===== src/bleasf_pkg.sv =====
`timescale 1ns / 1ps
// ----------------------------------------------------------------------------
// bleasf_pkg
// Shared types, constants and the module-name prefix table for the serial
// module advertisement filter.
// ----------------------------------------------------------------------------
package bleasf_pkg;

    // Prefix table geometry
    localparam int PREFIX_COUNT   = 33;
    localparam int PREFIX_MAX_LEN = 8;
    localparam int POS_W          = $clog2(PREFIX_MAX_LEN + 1);
    localparam int IDX_W          = (PREFIX_MAX_LEN > 1) ? $clog2(PREFIX_MAX_LEN) : 1;

    // Configuration register indexes and reset values
    localparam int CFG_IDX_W = 1;
    localparam int CFG_DATA_W = 16;
    localparam logic [CFG_IDX_W-1:0] CFG_UUID_A = 1'd0;
    localparam logic [CFG_IDX_W-1:0] CFG_UUID_B = 1'd1;
    localparam logic [15:0] UUID_A_RESET = 16'hFFE0;
    localparam logic [15:0] UUID_B_RESET = 16'hFFF0;

    // AD record type codes
    localparam logic [7:0] AD_NAME_SHORT = 8'h08;
    localparam logic [7:0] AD_NAME_FULL  = 8'h09;
    localparam logic [7:0] AD_UUID16_INC = 8'h02;
    localparam logic [7:0] AD_UUID16_ALL = 8'h03;

    localparam logic [PREFIX_COUNT-1:0] ALIVE_ALL = '1;

    // One payload byte with its end marker
    typedef struct packed {
        logic [7:0] data_byte;
        logic       last_byte;
    } bleasf_step_t;

    // Outcome of comparing one name byte against every prefix
    typedef struct packed {
        logic [PREFIX_COUNT-1:0] alive;
        logic                    hit;
    } bleasf_name_t;

    // Prefix lengths; zero would mean an unused slot
    localparam logic [POS_W-1:0] NAME_LEN [PREFIX_COUNT] = '{
        4'd5, 4'd5, 4'd5, 4'd5, 4'd5, 4'd5, 4'd5,
        4'd4, 4'd6, 4'd5, 4'd4, 4'd8,
        4'd5, 4'd5, 4'd5,
        4'd4, 4'd5, 4'd8, 4'd5, 4'd5, 4'd6,
        4'd4, 4'd5, 4'd6, 4'd6,
        4'd5, 4'd5, 4'd5, 4'd3, 4'd6, 4'd5, 4'd8, 4'd7
    };

    // Prefix characters as ASCII codes, padded with zero
    localparam logic [7:0] NAME_TAB [PREFIX_COUNT][PREFIX_MAX_LEN] = '{
        '{8'h48, 8'h43, 8'h2D, 8'h30, 8'h33, 8'h00, 8'h00, 8'h00},
        '{8'h48, 8'h43, 8'h2D, 8'h30, 8'h34, 8'h00, 8'h00, 8'h00},
        '{8'h48, 8'h43, 8'h2D, 8'h30, 8'h35, 8'h00, 8'h00, 8'h00},
        '{8'h48, 8'h43, 8'h2D, 8'h30, 8'h36, 8'h00, 8'h00, 8'h00},
        '{8'h48, 8'h43, 8'h2D, 8'h30, 8'h37, 8'h00, 8'h00, 8'h00},
        '{8'h48, 8'h43, 8'h2D, 8'h30, 8'h38, 8'h00, 8'h00, 8'h00},
        '{8'h48, 8'h43, 8'h2D, 8'h34, 8'h32, 8'h00, 8'h00, 8'h00},
        '{8'h48, 8'h4D, 8'h2D, 8'h31, 8'h00, 8'h00, 8'h00, 8'h00},
        '{8'h48, 8'h4D, 8'h53, 8'h6F, 8'h66, 8'h74, 8'h00, 8'h00},
        '{8'h53, 8'h48, 8'h2D, 8'h48, 8'h43, 8'h00, 8'h00, 8'h00},
        '{8'h43, 8'h43, 8'h34, 8'h31, 8'h00, 8'h00, 8'h00, 8'h00},
        '{8'h42, 8'h4C, 8'h45, 8'h2D, 8'h43, 8'h43, 8'h34, 8'h31},
        '{8'h41, 8'h54, 8'h2D, 8'h30, 8'h39, 8'h00, 8'h00, 8'h00},
        '{8'h41, 8'h54, 8'h2D, 8'h30, 8'h35, 8'h00, 8'h00, 8'h00},
        '{8'h41, 8'h54, 8'h2D, 8'h31, 8'h39, 8'h00, 8'h00, 8'h00},
        '{8'h42, 8'h54, 8'h30, 8'h35, 8'h00, 8'h00, 8'h00, 8'h00},
        '{8'h42, 8'h54, 8'h2D, 8'h30, 8'h35, 8'h00, 8'h00, 8'h00},
        '{8'h4D, 8'h4C, 8'h54, 8'h2D, 8'h42, 8'h54, 8'h30, 8'h35},
        '{8'h42, 8'h54, 8'h2D, 8'h48, 8'h43, 8'h00, 8'h00, 8'h00},
        '{8'h46, 8'h42, 8'h54, 8'h30, 8'h36, 8'h00, 8'h00, 8'h00},
        '{8'h46, 8'h42, 8'h54, 8'h2D, 8'h30, 8'h36, 8'h00, 8'h00},
        '{8'h4A, 8'h44, 8'h59, 8'h2D, 8'h00, 8'h00, 8'h00, 8'h00},
        '{8'h53, 8'h50, 8'h50, 8'h2D, 8'h43, 8'h00, 8'h00, 8'h00},
        '{8'h4C, 8'h69, 8'h6E, 8'h76, 8'h6F, 8'h72, 8'h00, 8'h00},
        '{8'h5A, 8'h53, 8'h2D, 8'h30, 8'h34, 8'h30, 8'h00, 8'h00},
        '{8'h54, 8'h42, 8'h2D, 8'h30, 8'h34, 8'h00, 8'h00, 8'h00},
        '{8'h52, 8'h46, 8'h2D, 8'h42, 8'h4D, 8'h00, 8'h00, 8'h00},
        '{8'h44, 8'h58, 8'h2D, 8'h42, 8'h54, 8'h00, 8'h00, 8'h00},
        '{8'h4B, 8'h43, 8'h58, 8'h00, 8'h00, 8'h00, 8'h00, 8'h00},
        '{8'h46, 8'h53, 8'h43, 8'h2D, 8'h42, 8'h54, 8'h00, 8'h00},
        '{8'h41, 8'h43, 8'h36, 8'h39, 8'h30, 8'h00, 8'h00, 8'h00},
        '{8'h44, 8'h53, 8'h44, 8'h20, 8'h54, 8'h45, 8'h43, 8'h48},
        '{8'h42, 8'h6F, 8'h6C, 8'h75, 8'h74, 8'h65, 8'h6B, 8'h00}
    };

endpackage


===== src/bleasf_name_match.sv =====
`timescale 1ns / 1ps
// ----------------------------------------------------------------------------
// bleasf_name_match
// Compares one name byte at a given position against every prefix in the
// table, in parallel, and reports surviving prefixes and a completed match.
// ----------------------------------------------------------------------------
module bleasf_name_match (
    input  logic [7:0]                          data_byte,
    input  logic [bleasf_pkg::POS_W-1:0]        pos,
    input  logic [bleasf_pkg::PREFIX_COUNT-1:0] alive_in,
    output bleasf_pkg::bleasf_name_t            result
);
    import bleasf_pkg::*;

    // Drop prefixes that disagree; flag one whose last character matched
    always_comb begin
        result.alive = alive_in;
        result.hit   = 1'b0;
        for (int p = 0; p < PREFIX_COUNT; p++) begin
            if (pos < NAME_LEN[p]) begin
                if (data_byte != NAME_TAB[p][pos[IDX_W-1:0]]) begin
                    result.alive[p] = 1'b0;
                end else if (pos == NAME_LEN[p] - POS_W'(1) && alive_in[p]) begin
                    result.hit = 1'b1;
                end
            end
        end
    end

endmodule


===== src/bleasf_parser.sv =====
`timescale 1ns / 1ps
// ----------------------------------------------------------------------------
// bleasf_parser
// Walks the length-type-data records of a payload one byte per step and
// produces the payload's match verdict on the final byte.
// ----------------------------------------------------------------------------
module bleasf_parser (
    input  logic                     aclk,
    input  logic                     aresetn,
    input  logic                     step_en,
    input  bleasf_pkg::bleasf_step_t step,
    input  logic [15:0]              uuid_a,
    input  logic [15:0]              uuid_b,
    output logic                     matched
);
    import bleasf_pkg::*;

    typedef enum logic [1:0] {
        PH_LEN,
        PH_TYPE,
        PH_DATA,
        PH_STOP
    } phase_t;

    typedef enum logic [1:0] {
        KIND_OTHER,
        KIND_NAME,
        KIND_UUID
    } kind_t;

    phase_t                  phase_reg, phase_next;
    kind_t                   kind_reg, kind_next;
    logic [7:0]              bytes_left_reg, bytes_left_next;
    logic [POS_W-1:0]        pos_reg, pos_next;
    logic                    odd_reg, odd_next;
    logic [PREFIX_COUNT-1:0] alive_reg, alive_next;
    logic [7:0]              uuid_low_reg, uuid_low_next;
    logic                    record_hit_reg, record_hit_next;
    logic                    committed_reg, committed_next;

    logic [7:0]   bytes_dec;
    logic         hit_now;
    bleasf_name_t name_res;

    bleasf_name_match u_name_match (
        .data_byte (step.data_byte),
        .pos       (pos_reg),
        .alive_in  (alive_reg),
        .result    (name_res)
    );

    assign bytes_dec = bytes_left_reg - 8'd1;

    // Advance the record walk by one byte
    always_comb begin
        phase_next      = phase_reg;
        kind_next       = kind_reg;
        bytes_left_next = bytes_left_reg;
        pos_next        = pos_reg;
        odd_next        = odd_reg;
        alive_next      = alive_reg;
        uuid_low_next   = uuid_low_reg;
        record_hit_next = record_hit_reg;
        committed_next  = committed_reg;
        hit_now         = record_hit_reg;

        case (phase_reg)
            PH_LEN: begin
                if (step.data_byte == 8'd0) begin
                    phase_next = PH_STOP;
                end else begin
                    bytes_left_next = step.data_byte;
                    phase_next      = PH_TYPE;
                end
            end
            PH_TYPE: begin
                bytes_left_next = bytes_dec;
                if (step.data_byte == AD_NAME_SHORT || step.data_byte == AD_NAME_FULL) begin
                    kind_next = KIND_NAME;
                end else if (step.data_byte == AD_UUID16_INC ||
                             step.data_byte == AD_UUID16_ALL) begin
                    kind_next = KIND_UUID;
                end else begin
                    kind_next = KIND_OTHER;
                end
                pos_next        = '0;
                odd_next        = 1'b0;
                alive_next      = ALIVE_ALL;
                uuid_low_next   = 8'd0;
                record_hit_next = 1'b0;
                phase_next      = (bytes_dec == 8'd0) ? PH_LEN : PH_DATA;
            end
            PH_DATA: begin
                case (kind_reg)
                    KIND_NAME: begin
                        alive_next = name_res.alive;
                        hit_now    = record_hit_reg | name_res.hit;
                    end
                    KIND_UUID: begin
                        if (!odd_reg) begin
                            uuid_low_next = step.data_byte;
                        end else if ({step.data_byte, uuid_low_reg} == uuid_a ||
                                     {step.data_byte, uuid_low_reg} == uuid_b) begin
                            hit_now = 1'b1;
                        end
                    end
                    default: begin
                    end
                endcase
                record_hit_next = hit_now;
                if (pos_reg != POS_W'(PREFIX_MAX_LEN)) begin
                    pos_next = pos_reg + POS_W'(1);
                end
                odd_next        = ~odd_reg;
                bytes_left_next = bytes_dec;
                // Commit the record once its last byte is in
                if (bytes_dec == 8'd0) begin
                    committed_next = committed_reg | hit_now;
                    phase_next     = PH_LEN;
                end
            end
            default: begin
            end
        endcase

        matched = committed_next;

        // Restart for the next payload after the final byte
        if (step.last_byte) begin
            phase_next      = PH_LEN;
            kind_next       = KIND_OTHER;
            bytes_left_next = 8'd0;
            pos_next        = '0;
            odd_next        = 1'b0;
            alive_next      = ALIVE_ALL;
            uuid_low_next   = 8'd0;
            record_hit_next = 1'b0;
            committed_next  = 1'b0;
        end
    end

    // Hold parse state between bytes
    always_ff @(posedge aclk) begin
        if (!aresetn) begin
            phase_reg      <= PH_LEN;
            kind_reg       <= KIND_OTHER;
            bytes_left_reg <= 8'd0;
            pos_reg        <= '0;
            odd_reg        <= 1'b0;
            alive_reg      <= ALIVE_ALL;
            uuid_low_reg   <= 8'd0;
            record_hit_reg <= 1'b0;
            committed_reg  <= 1'b0;
        end else if (step_en) begin
            phase_reg      <= phase_next;
            kind_reg       <= kind_next;
            bytes_left_reg <= bytes_left_next;
            pos_reg        <= pos_next;
            odd_reg        <= odd_next;
            alive_reg      <= alive_next;
            uuid_low_reg   <= uuid_low_next;
            record_hit_reg <= record_hit_next;
            committed_reg  <= committed_next;
        end
    end

endmodule


===== src/ble_adv_serial_module_filter.sv =====
`timescale 1ns / 1ps
// ----------------------------------------------------------------------------
// ble_adv_serial_module_filter
// Flags advertising payloads from serial radio modules by name prefix or by
// 16-bit service UUID.
// ----------------------------------------------------------------------------
// Usage:
//   The s_ channel carries one payload byte per transaction, with s_last_byte
//   marking the final byte. The m_ channel carries one transaction per
//   payload, m_matched, issued for the final byte only.
//   Each byte lands in an input register and is parsed in the following
//   cycle, unless it is a final byte held by a pending result; the verdict
//   lands in the result register at the edge that parses the final byte.
//   One byte is accepted every cycle while no final byte waits on a
//   pending result; the rate is set by the single parse stage, which
//   updates the record state and compares all prefixes in parallel.
//   While m_valid waits for m_ready, non-final bytes keep flowing; a second
//   final byte waits in the input register until the result is taken.
//   Reset (aresetn low, synchronous) empties both registers, restarts the
//   record walk and loads the UUID registers with 0xFFE0 and 0xFFF0.
//   Write the UUID registers through cfg_wr_* only while no payload is in
//   flight.
// ----------------------------------------------------------------------------
module ble_adv_serial_module_filter (
    input  logic                               aclk,
    input  logic                               aresetn,
    input  logic                               s_valid,
    output logic                               s_ready,
    input  logic [7:0]                         s_data_byte,
    input  logic                               s_last_byte,
    output logic                               m_valid,
    input  logic                               m_ready,
    output logic                               m_matched,
    input  logic                               cfg_wr_en,
    input  logic [bleasf_pkg::CFG_IDX_W-1:0]   cfg_wr_index,
    input  logic [bleasf_pkg::CFG_DATA_W-1:0]  cfg_wr_data
);
    import bleasf_pkg::*;

    logic         in_valid_reg, in_valid_next;
    bleasf_step_t in_step_reg;
    logic         out_valid_reg, out_valid_next;
    logic         out_matched_reg;
    logic [15:0]  uuid_a_reg, uuid_b_reg;

    logic out_free;
    logic consume;
    logic parse_matched;

    assign out_free = !out_valid_reg || m_ready;
    assign consume  = in_valid_reg && (!in_step_reg.last_byte || out_free);
    assign s_ready  = !in_valid_reg || consume;

    assign m_valid   = out_valid_reg;
    assign m_matched = out_matched_reg;

    bleasf_parser u_parser (
        .aclk    (aclk),
        .aresetn (aresetn),
        .step_en (consume),
        .step    (in_step_reg),
        .uuid_a  (uuid_a_reg),
        .uuid_b  (uuid_b_reg),
        .matched (parse_matched)
    );

    // Input register occupancy
    always_comb begin
        in_valid_next = in_valid_reg;
        if (s_valid && s_ready) begin
            in_valid_next = 1'b1;
        end else if (consume) begin
            in_valid_next = 1'b0;
        end
    end

    // Result register occupancy
    always_comb begin
        out_valid_next = out_valid_reg;
        if (consume && in_step_reg.last_byte) begin
            out_valid_next = 1'b1;
        end else if (m_ready) begin
            out_valid_next = 1'b0;
        end
    end

    // Valid flags
    always_ff @(posedge aclk) begin
        if (!aresetn) begin
            in_valid_reg  <= 1'b0;
            out_valid_reg <= 1'b0;
        end else begin
            in_valid_reg  <= in_valid_next;
            out_valid_reg <= out_valid_next;
        end
    end

    // Capture payloads
    always_ff @(posedge aclk) begin
        if (s_valid && s_ready) begin
            in_step_reg.data_byte <= s_data_byte;
            in_step_reg.last_byte <= s_last_byte;
        end
        if (consume && in_step_reg.last_byte) begin
            out_matched_reg <= parse_matched;
        end
    end

    // Configuration registers
    always_ff @(posedge aclk) begin
        if (!aresetn) begin
            uuid_a_reg <= UUID_A_RESET;
            uuid_b_reg <= UUID_B_RESET;
        end else if (cfg_wr_en) begin
            case (cfg_wr_index)
                CFG_UUID_A: uuid_a_reg <= cfg_wr_data;
                CFG_UUID_B: uuid_b_reg <= cfg_wr_data;
                default: begin
                end
            endcase
        end
    end

endmodule


===== config.mk =====
export PLATFORM = sky130hd
export DESIGN_NAME = ble_adv_serial_module_filter
export DESIGN_NICKNAME = d
export VERILOG_FILES = /design/src/bleasf_pkg.sv /design/src/bleasf_name_match.sv /design/src/bleasf_parser.sv /design/src/ble_adv_serial_module_filter.sv
export SDC_FILE = /design/constraint.sdc
export NUM_CORES = 1
export LEC_CHECK = 0
export BUFFER_PORTS_ARGS = -buffer_cell sky130_fd_sc_hd__buf_2
export CORE_MARGIN = 2
export CORE_UTILIZATION = 63
export DETAILED_ROUTE_END_ITERATION = 10
export MAX_ROUTING_LAYER = met4
export PLACE_DENSITY = 0.8
export SLEW_MARGIN = 10
export SYNTH_ARGS = -nofsm -noshare
export SYNTH_HDL_FRONTEND = slang
export SYNTH_HIERARCHICAL = 1
export SYNTH_SLANG_ARGS = --single-unit

===== constraint.sdc =====
create_clock -name aclk -period 5.7 [get_ports aclk]
set_input_delay 0.285 -clock aclk [delete_from_list [all_inputs] [get_ports aclk]]
set_output_delay 0.285 -clock aclk [all_outputs]
set_load 0.03 [all_outputs]

==> run metrics <==
outcome=finished, final reports clean; antenna violations before repair=0; antenna-violating nets left=0; Final Max Slew Viols=0; H-tree Lvls=3; Gate Count Post-Synth=1041; prevailing post-synth register cell=dfxtp_1; first-pass GRT wire length=37600 µm; RSZ-0062 raised after global routing=no; TNS Setup=0 ns; Die Wd=116 µm; Vias=7815; Row Count=40; # hold bufs at CTS=0; synthesized area per cell=7.59 µm²; DR pass1 iterations=8; DR WL/cell=20.0 µm; top-area cell type share of the netlist area=0.238; area grow syn2layout=4.40%; Die Ht=116 µm; number of global-route vias before repair=7078; top post-synthesis cells by area=dfxtp_1, xnor2_1, nand2_1; Leak Pwr=3.15 nW; worst hold slack=0.0966 ns; slack of the worst reg-to-reg path=1.05 ns; Power, Total=1.64 mW; grt total ovfl=0; Max-cap violations=0; fin util=0.681; I/O Pins=34; clk buf depth=2; Synth async-reset ratio=0; Starting Density=0.652; antenna cells=0; Arr. time, crit path=4.76 ns; CTS tree=yes; Worst EP required=5.81 ns; Placer Congestion=1.01; via/cell ratio=6.55; Worst-path clk slew=0.08 ns; Root Driver=clkbuf_16; Final setup viols=0; crit path kind=flip-flop to flip-flop; Port Buffer Count=33; detailed placement HPWL=16200 µm; Setup Fix Bufs, Post-CTS=0; PwrDens=199 nW/µm²; post-synthesis cell area=7900 µm²; Yosys warnings=6; most common cell after layout, fill and taps aside=nand2_1; # resized after CTS=0; most frequent cells in the layout=nand2_1, dfxtp_1, xnor2_1; number of library cell types mapped by synthesis=84; Num Clock Sinks=104; Layout Cells excl Fill=1194; worst hold path type=input port to flip-flop; CTS buffer count=9; max FFs per register=33; Max Clk Rate=215 MHz; final worst-path cycle share=0.815; final hold vios=0; Worst-Margin Slew=1.25 ns; Max-slew headroom=0.166; CP endpoint kind=flip-flop; drt total wl=23900 µm; worst IR drop on VDD=0.322 mV; leading area contributor after synthesis=dfxtp_1; Period minus WS final=4.65 ns; final net count=1072; die area=13500 µm²; largest net degree at the start of global routing=96; EDFF count, synth=10; Worst setup SP type=flip-flop; share of the yosys chip area belonging to registers=0.276; DRC=0; layout cells sized above 1=0.0965; total track usage=0.373; core area=12100 µm²; Worst Clk Skew=0.0125 ns; Clock Latency Late Sink=0.37 ns; Syn Nets=1092; synthesized flop and latch total=104; Crit Path Max Fanout=14; drt initial violations=881; dpl cells=1178
## layout make-up
cell class / instances / area (µm²)
Tap cell: 168 / 210
Clock buffer: 9 / 225
Multi-Input combinational cell: 821 / 5120
Clock inverter: 7 / 63.8
Timing Repair Buffer: 56 / 338
Fill cell: 1053 / 3860
Sequential cell: 104 / 2180
Inverter: 29 / 109
## metrics by stage
step                setup slack, ns  cell area (µm²)
global route                  0.818             8250
CTS                            1.20             8250
global placement               1.27             7960
floorplan                      1.53             7900
detailed placement             1.21             7960
finish                         1.05             8250
## metal layers
| metal | share of wire | vias to the layer above | global-route usage |
|---|---|---|---|
| met5 | 0 | - | - |
| met4 | 0.048 | 0 | 0.188 |
| li1 | - | 3660 | - |
| met1 | 0.41 | 3634 | 0.476 |
| met3 | 0.081 | 90 | 0.0560 |
| met2 | 0.46 | 431 | 0.577 |
## cell usage after synthesis (8+ instances only)
cell	n
nor2_1	68
xor2_1	15
dfxtp_1	94
buf_4	8
nor4_1	15
nand2_1	156
o21ai_0	47
a21o_1	14
nor2b_1	29
buf_6	8
or2_2	8
xnor2_1	84
a31oi_1	17
nor3_1	26
o2111ai_1	10
a21boi_0	24
nand3_1	44
clkbuf_1	32
ha_1	20
buf_2	27
a21oi_1	41
nand4_1	20
a22oi_1	13
edfxtp_1	10
nand2b_1	11
o22ai_1	37
inv_1	27
## logic make-up after synthesis
logic type,synth area share
AOI/OAI and AO/OA,0.234
xor gates and xnor gates,0.110
adders and majority gates,0.0317
buffers and inverters,0.0762
DFF,0.276
muxes,0.0106
and+or+nand+nor,0.261
## report_power, final
part	total, mW	switching (mW)	internal [mW]
Combinational	0.235	0.146	0.0890
Sequential	0.785	0.0261	0.759
Clock	0.618	0.313	0.305
## worst max-delay path, cell delays in order, from the launching register on
cell	delay, ns
dfxtp_1	0.34
inv_1	0.14
ha_1	0.48
nor2b_1	0.61
nor2_1	0.28
o2111ai_1	0.19
nor4_1	0.10
a31o_1	0.21
or4_1	0.54
o41ai_2	0.36
a31oi_1	0.14
a2111o_1	0.34
nor2b_1	0.15
o21ai_0	0.13
a21boi_0	0.15
a21oi_1	0.17
nand2_1	0.06
## path summary, 6_finish.rpt
path / from / to / cells after the start
worst max register to register: u_parser/pos_reg[1] / m_matched / 16
worst max-delay path: u_parser/pos_reg[1] / m_matched / 16
worst min-delay path: s_data_byte[1] / in_step_reg[2] / 1
worst min register to register: uuid_a_reg[14] / uuid_a_reg[14] / 2
(Power assumes the default switching activity.)
